### src/design/sem_pkg.sv
// Shared types and constants of the Sobel edge magnitude block.
// Pixel and result request structs, lane status, register codes.
// No dependencies.
package sem_pkg;

    localparam int MAX_WIDTH   = 1024;
    localparam int COL_W       = $clog2(MAX_WIDTH);
    localparam int COL_CNT_W   = $clog2(MAX_WIDTH + 1);
    localparam int ROW_W       = 12;
    localparam int OUT_COL_W   = 10;
    localparam int PIX_W       = 8;
    localparam int NUM_CH      = 3;
    localparam int WIN_N       = 9;
    localparam int CFG_WIDTH_W = 11;
    localparam int CFG_DATA_W  = 12;
    localparam int CFG_IDX_W   = 1;

    localparam logic [CFG_WIDTH_W-1:0] WIDTH_RESET  = 11'd640;
    localparam logic [ROW_W-1:0]       HEIGHT_RESET = 12'd480;

    localparam logic [CFG_IDX_W-1:0] REG_WIDTH  = 1'b0;
    localparam logic [CFG_IDX_W-1:0] REG_HEIGHT = 1'b1;

    typedef struct packed {
        logic [PIX_W-1:0] blue_in;
        logic [PIX_W-1:0] green_in;
        logic [PIX_W-1:0] red_in;
        logic             start_of_frame;
    } t_pixel;

    typedef struct packed {
        logic [ROW_W-1:0]     out_row;
        logic [OUT_COL_W-1:0] out_col;
        logic [PIX_W-1:0]     blue_out;
        logic [PIX_W-1:0]     green_out;
        logic [PIX_W-1:0]     red_out;
        logic                 last_of_run;
    } t_result;

    typedef struct packed {
        logic             done;
        logic [PIX_W-1:0] mag;
    } t_lane_res;

    typedef logic [WIN_N-1:0][PIX_W-1:0] t_chan_win;

endpackage

### src/design/sem_lane.sv
// One channel lane: Sobel gradients, squares, and an 8-step square root.
// Saturates the magnitude at 255; pulses done with the result.
// Depends on sem_pkg.
module sem_lane
    import sem_pkg::*;
(
    input  logic      i_clk,
    input  logic      i_rst_n,
    input  logic      i_start,
    input  t_chan_win i_win,
    output t_lane_res o_res
);

    localparam logic [3:0] STEP_SQUARE    = 4'd1;
    localparam logic [3:0] STEP_SUM       = 4'd2;
    localparam logic [3:0] STEP_ROOT_LAST = 4'd10;

    logic              r_busy;
    logic [3:0]        r_step;
    logic              r_done;
    logic signed [10:0] r_gx, r_gy;
    logic [19:0]       r_sqx, r_sqy;
    logic [15:0]       r_sum;
    logic              r_sat;
    logic [7:0]        r_root, r_bit, r_mag;

    logic signed [10:0] v [WIN_N];
    logic signed [10:0] gx, gy;
    logic [9:0]         ax, ay;
    logic [20:0]        sq_sum;
    logic [7:0]         trial, n_root;
    logic [15:0]        trial_sq;

    always_comb begin
        for (int k = 0; k < WIN_N; k++) begin
            v[k] = signed'(11'(i_win[k]));
        end
        gx = (v[2] - v[0]) + ((v[5] - v[3]) <<< 1) + (v[8] - v[6]);
        gy = (v[0] + (v[1] <<< 1) + v[2]) - (v[6] + (v[7] <<< 1) + v[8]);
        ax = r_gx[10] ? 10'(-r_gx) : 10'(r_gx);
        ay = r_gy[10] ? 10'(-r_gy) : 10'(r_gy);
        sq_sum = 21'(r_sqx) + 21'(r_sqy);
        trial = r_root | r_bit;
        trial_sq = 16'(trial) * 16'(trial);
        n_root = (trial_sq <= r_sum) ? trial : r_root;
    end

    always_ff @(posedge i_clk) begin
        if (!i_rst_n) begin
            r_busy <= 1'b0;
            r_step <= '0;
            r_done <= 1'b0;
        end else begin
            r_done <= 1'b0;
            if (i_start) begin
                r_busy <= 1'b1;
                r_step <= STEP_SQUARE;
            end else if (r_busy) begin
                r_step <= r_step + 4'd1;
                if (r_step == STEP_ROOT_LAST) begin
                    r_busy <= 1'b0;
                    r_done <= 1'b1;
                end
            end
        end
    end

    always_ff @(posedge i_clk) begin
        if (i_start) begin
            r_gx <= gx;
            r_gy <= gy;
        end
        if (r_busy && r_step == STEP_SQUARE) begin
            r_sqx <= 20'(ax) * 20'(ax);
            r_sqy <= 20'(ay) * 20'(ay);
        end
        if (r_busy && r_step == STEP_SUM) begin
            r_sum  <= sq_sum[15:0];
            r_sat  <= |sq_sum[20:16];
            r_root <= '0;
            r_bit  <= 8'h80;
        end
        if (r_busy && r_step > STEP_SUM) begin
            r_root <= n_root;
            r_bit  <= r_bit >> 1;
            if (r_step == STEP_ROOT_LAST) begin
                r_mag <= r_sat ? 8'hFF : n_root;
            end
        end
    end

    assign o_res.done = r_done;
    assign o_res.mag  = r_mag;

endmodule

### config.mk
export PLATFORM = sky130hd
export DESIGN_NAME = sem_lane
export DESIGN_NICKNAME = d
export VERILOG_FILES = /design/src/design/sem_pkg.sv /design/src/design/sem_lane.sv
export SDC_FILE = /design/constraint.sdc
export NUM_CORES = 1
export LEC_CHECK = 0
export ABC_CLOCK_PERIOD_IN_PS = 7300
export BUFFER_PORTS_ARGS = -buffer_cell sky130_fd_sc_hd__buf_2
export CAP_MARGIN = 20
export CORE_AREA = 2 2 173 175
export DETAILED_ROUTE_END_ITERATION = 6
export DIE_AREA = 0 0 175 177
export PLACE_DENSITY = 0.69
export SETUP_SLACK_MARGIN = 0.05
export SLEW_MARGIN = 5
export SYNTH_ARGS = -nofsm -noshare
export SYNTH_HDL_FRONTEND = slang
export SYNTH_SLANG_ARGS = --single-unit
### constraint.sdc
create_clock -name i_clk -period 7.3 [get_ports i_clk]
set_clock_uncertainty 0.2 [all_clocks]
set_input_delay 1.095 -clock i_clk [delete_from_list [all_inputs] [get_ports i_clk]]
set_output_delay 1.095 -clock i_clk [all_outputs]
set_load 0.01 [all_outputs]
==> reports/summary.txt, run 1 <==
status: completed
WP buf/inv: 3
hold endpoint: r_bit[7]
Critical Path Max Stage Delay: 570 ps
die height: 177 um
core area: 0.0292 mm2
setup TNS: 0 ps
Final Max Tran Viols: 0
CP Cell Sequence: or4_1, or4_4, o31a_4, xor2_2, nand2_2, fa_1, fa_1, inv_1, fa_1, fa_1, inv_1, fa_1, inv_1, ha_1, o21a_1, o21a_1, nand3_1, nor3_1, o31a_1, o41ai_2, xnor2_1
asr flop ratio synth: 0%
commonest cells after routing, fill and taps aside: 326 x inv_1, 209 x ha_1, 160 x fa_1, 120 x nor2_1, 100 x edfxtp_1
Worst Hold Class: flop to flop
mean post-synth cell area: 9.65 um2
first-pass GRT wire length: 47200 um
worst skew pair latency: 370 ps
TritonCTS Buffers: 9
max cap viols: 0
R2R cell count: 21
Crit. End Element: flop
vias post-DR: 10200
Initial DRC Count: 448
I/O Buffers: 75
worst r2r src: r_gx[3]
largest net degree at the start of global routing: 39
endpoints failing setup: 0
FF-to-FF End: r_sqx[16]
flop2flop setup slack: 350 ps
number of global-route vias before repair: 10600
routed wire length: 27700 um
post-synthesis register bit count: 107
CP Max Fanout: 3
total setup buffers inserted after CTS: 0
GRT Overall Usage: 18.8%
Final Hold Fails: 0
DRC violations left: 0
global route overflow: 0
Initial Util: 49.2%
I/O Pins: 84
Worst Min Path Start: r_bit[7]
initial antenna violation count: 1
Worst path slowest cell: or4_1
root buf cell: clkbuf_16
Synthesis Warnings: 0
CTS tree: built
syn_nets: 1934
multi-input logic area: 0.00996 mm2
width of the chip: 175 um
Mapped Area: 0.0144 mm2
TritonRoute pass-1 iters: 5
# fillers: 2572
Primary FF master, synth: edfxtp_1
Most Frequent Cell on Critical Path: fa_1
most common cell after layout, fill and taps aside: inv_1
crit share post-route: 95.2%
gpl congestion: 0.917
Critical Path RT: 7200 ps
H-Tree Depth: 3
post-cts resize count: 0
Avg WL per Cell: 14.0 um
minimum clock period: 6950 ps
Relative slew margins: 49.4%
critical path class: flop to flop
clock sink total: 107
Post-synth EDFFs: 100
# rows: 63
count of different cell masters after synthesis: 64
hold_buf cts: 0
Slew @ Worst Pin: 753 ps
Mapped Cells: 1490
dpl hpwl: 23800 um
crit start category: flop
sequential area share after synthesis: 21.9%
Die ar.: 0.0310 mm2
Reg clk slew, reported paths: 80 ps
Final nets: 2031
DR vias/cell: 5.12
Reg area: 0.00314 mm2
DRT antenna net count: 0
hold path cells: 2
share of cells above drive strength 1: 9.36%
synth-to-layout area growth: 9.55%
CTS max path bufs: 2
Largest delay share family, worst path: adder cells
Max Freq: 144 MHz
worst path arrival time: 6850 ps
RSZ-0062 raised after global routing: no
[cell usage after synthesis (14+ instances only)]
library cell / n / area share [%]
a21o_1: 29 / 1.5
a21oi_1: 63 / 2.2
clkbuf_1: 14 / 0.37
edfxtp_1: 100 / 21
fa_1: 160 / 22
ha_1: 209 / 18
inv_1: 326 / 8.5
nand2_1: 92 / 2.4
nor2_1: 120 / 3.1
o21a_1: 17 / 0.89
o21ai_0: 34 / 1.2
o21bai_1: 14 / 0.73
xnor2_1: 83 / 5.1
xor2_1: 39 / 2.4
[state kept, by name, summed over array words and instances, names as in the netlist]
signal,cells
r_sqy,19
r_sum,16
r_bit,8
r_root,8
r_gx,11
r_sqx,19
r_mag,8
r_done,1
r_step,4
r_busy,1
r_sat,1
r_gy,11
[worst max-delay path by stage]
stage	from	end	slack [ps]	cells after the start
finish	r_gx[3]	r_sqx[16]	350	21
global route	r_gx[3]	r_sqx[17]	20	20
floorplan	r_gx[1]	r_sqx[16]	520	19
detailed placement	r_gx[3]	r_sqx[17]	150	21
global placement	r_gx[3]	r_sqx[17]	260	21
CTS	r_gx[3]	r_sqx[17]	130	21
[per-stage QoR]
stage | cell area, um2 | util [%] | setup slack, ps | cells | hold WS [ps]
finish | 15700 | 53.8 | 350 | 1983 | 323
global route | 15700 | 53.8 | 19.8 | 1982 | 371
CTS | 15700 | 53.7 | 127 | 1982 | 327
detailed placement | 15400 | 52.6 | 150 | 1966 | 315
global placement | 15400 | 52.6 | 264 | 1966 | 308
floorplan | 14400 | - | 520 | 1490 | 221
[area by class of cell]
class                      count  area share (%)
multi-input combinational   1034            63.3
sequential                   107            20.0
inverter                     330            7.87
timing repair buffer         105            3.81
tap                          390            3.10
clock buffer                   9            1.43
clock inverter                 7           0.532
antenna                        1          0.0159
[worst register-to-register path, cell delays in order, from the launching register on]
cell and delay, ps:
edfxtp_1 430, or4_1 570, or4_4 450, o31a_4 330, xor2_2 180, nand2_2 120
fa_1 510, fa_1 550, inv_1 50, fa_1 510, fa_1 550, inv_1 50
fa_1 530, inv_1 40, ha_1 320, o21a_1 190, o21a_1 200, nand3_1 170
nor3_1 100, o31a_1 330, o41ai_2 230, xnor2_1 100
[cell families after synthesis]
group / synth area share, %
fa+ha+maj: 40.5
mux: 0.444
buf+inv: 9.20
compound gates: 10.7
simple gates: 9.55
flops: 21.9
other cells: 0.0522
xor+xnor: 7.74
[per-layer routing]
metal	global-route usage [%]	wire (um)	part of all wire (%)	up-vias
met5	0	11	0.040	-
met4	5.87	620	2.2	2
met3	2.84	1200	4.3	48
met2	35.2	14200	51	221
met1	22.0	11600	42	4837
li1	-	-	-	5051
Power of run 1 is left out: the tool's default activity adds up to more than one toggle a clock period on the data nets, which glitch-free logic cannot reach.
==> run 2, diff against run 1 <==
--- a/config.mk
+++ b/config.mk
@@ -8,10 +8,11 @@
 export ABC_CLOCK_PERIOD_IN_PS = 7300
 export BUFFER_PORTS_ARGS = -buffer_cell sky130_fd_sc_hd__buf_2
 export CAP_MARGIN = 20
-export CORE_AREA = 2 2 173 175
+export CORE_AREA = 2 2 161 163
 export DETAILED_ROUTE_END_ITERATION = 6
-export DIE_AREA = 0 0 175 177
-export PLACE_DENSITY = 0.69
+export DIE_AREA = 0 0 163 165
+export GPL_TIMING_DRIVEN = 1
+export PLACE_DENSITY = 0.79
 export SETUP_SLACK_MARGIN = 0.05
 export SLEW_MARGIN = 5
 export SYNTH_ARGS = -nofsm -noshare
==> reports/summary.txt, run 2 (synthesized netlist as in run 1, its figures left out) <==
root buf cell: clkbuf_16
width of the chip: 163 um (-6.9%)
status: completed
worst skew pair latency: 360 ps (about the same)
RSZ-0062 raised after global routing: no
CTS max path bufs: 2 (unchanged)
flop2flop setup slack: 310 ps (-40 ps)
TritonRoute pass-1 iters: 5 (unchanged)
Slew @ Worst Pin: 780 ps (+26.6 ps)
DRC violations left: 0 (unchanged)
Critical Path RT: 7280 ps (+80 ps)
number of global-route vias before repair: 10800 (+2.0%)
I/O Buffers: 75 (unchanged)
Worst Hold Class: flop to flop
critical path class: flop to flop
dpl ws: 191 ps (+41.0 ps)
endpoints failing setup: 0 (unchanged)
hold_buf cts: 0 (unchanged)
synth-to-layout area growth: 8.91%
crit start category: flop
total setup buffers inserted after CTS: 0 (unchanged)
Initial Util: 57.4% (+8.3 points)
worst path arrival time: 6970 ps (+120 ps)
dpl hpwl: 24000 um (+0.74%)
Final Util: 62.5% (+8.7 points)
first-pass GRT wire length: 48100 um (+1.8%)
routed wire length: 28100 um (+1.5%)
clock sink total: 107 (unchanged)
Max Freq: 143 MHz (-0.58%)
gpl congestion: 0.929 (+1.3%)
max cap viols: 0 (unchanged)
I/O Pins: 84 (unchanged)
TritonCTS Buffers: 9 (unchanged)
core area: 0.0250 mm2 (-14%)
crit share post-route: 95.8% (+0.56 points)
commonest cells after routing, fill and taps aside: 326 x inv_1, 209 x ha_1, 160 x fa_1, 120 x nor2_1, 100 x edfxtp_1
# rows: 58 (-7.9%)
setup TNS: 0 ps (unchanged)
vias post-DR: 10300 (+1.6%)
Final WS setup: 310 ps (-40.7 ps)
H-Tree Depth: 3 (unchanged)
Relative slew margins: 47.8% (-1.6 points)
global route overflow: 0 (unchanged)
largest registers: r_sqx: 19 flops, r_sqy: 19 flops, r_sum: 16 flops
Die ar.: 0.0269 mm2 (-13%)
share of cells above drive strength 1: 9.18% (-0.18 points)
GRT Overall Usage: 22.2% (+3.5 points)
Final nets: 2030 (-0.049%)
initial antenna violation count: 1 (unchanged)
Final Hold Fails: 0 (unchanged)
Final Max Tran Viols: 0 (unchanged)
CP Max Fanout: 4 (+1)
critical path startpoint: r_gx[3]
die height: 165 um (-6.8%)
Avg WL per Cell: 14.6 um (+4.7%)
DR vias/cell: 5.37 (+4.8%)
Crit. End Element: flop
Reg clk slew, reported paths: 80 ps (about the same)
largest net degree at the start of global routing: 39 (unchanged)
CTS tree: built
Worst Min Path Start: r_step[1]
# fillers: 2027 (-21%)
Initial DRC Count: 552 (+23%)
worst r2r src: r_gx[3]
DRT antenna net count: 0 (unchanged)
minimum clock period: 6990 ps (+40.7 ps)
most common cell after layout, fill and taps aside: inv_1
-- run 2: critical path, cell delays in order, from the launching register on --
cell	delay [ps]
edfxtp_1	430
or4_1	550
or4_4	450
o31a_4	330
xor2_2	170
nand2_1	150
fa_1	540
fa_1	550
inv_1	60
fa_1	500
fa_1	550
inv_1	60
fa_1	530
inv_1	40
ha_1	230
or4b_1	540
a21oi_1	210
o31ai_2	130
a41oi_1	380
nand3_1	130
o311ai_1	100
-- run 2: cell type report --
cell class,count,area [um2],area share [%]
Tap cell,330,413,2.64
Inverter,330,1240,7.91
Clock inverter,7,93.8,0.599
Clock buffer,9,225,1.44
Antenna cell,1,2.50,0.0160
Multi-Input combinational cell,1034,9950,63.5
Timing Repair Buffer,104,593,3.79
Sequential cell,107,3140,20.1
-- run 2: timing repair --
item | in CTS | in global routing
gates resized for setup | 0 | 4
hold endpoints to repair | 0 | 0
endpoints found under the setup margin | 0 | 4
-- run 2: per-stage QoR --
step / hold slack, ps / std cells / cell area, um2
final: 343 / 1922 / 15700
after detailed placement: 329 / 1905 / 15300
after global routing: 363 / 1921 / 15700
after floorplan: 221 / 1490 / 14400
after global placement: 304 / 1905 / 15300
after CTS: 342 / 1921 / 15600
-- run 2: path summary, 6_finish.rpt --
kind	to	cells after the start
worst max-delay path	r_sqx[17]	20
worst min-delay path	r_step[1]	2
worst max register to register	r_sqx[17]	20
worst min register to register	r_step[1]	2
-- run 2: layer usage --
metal  routed length [um]  up-vias  GRT usage, %
met5                    0        -             0
met4                  737        0          6.80
met3                 1010       59          2.56
met2                15100      254          42.3
met1                11300     4966          26.2
li1                     -     5042             -
Power of run 2 is left out for the same reason.
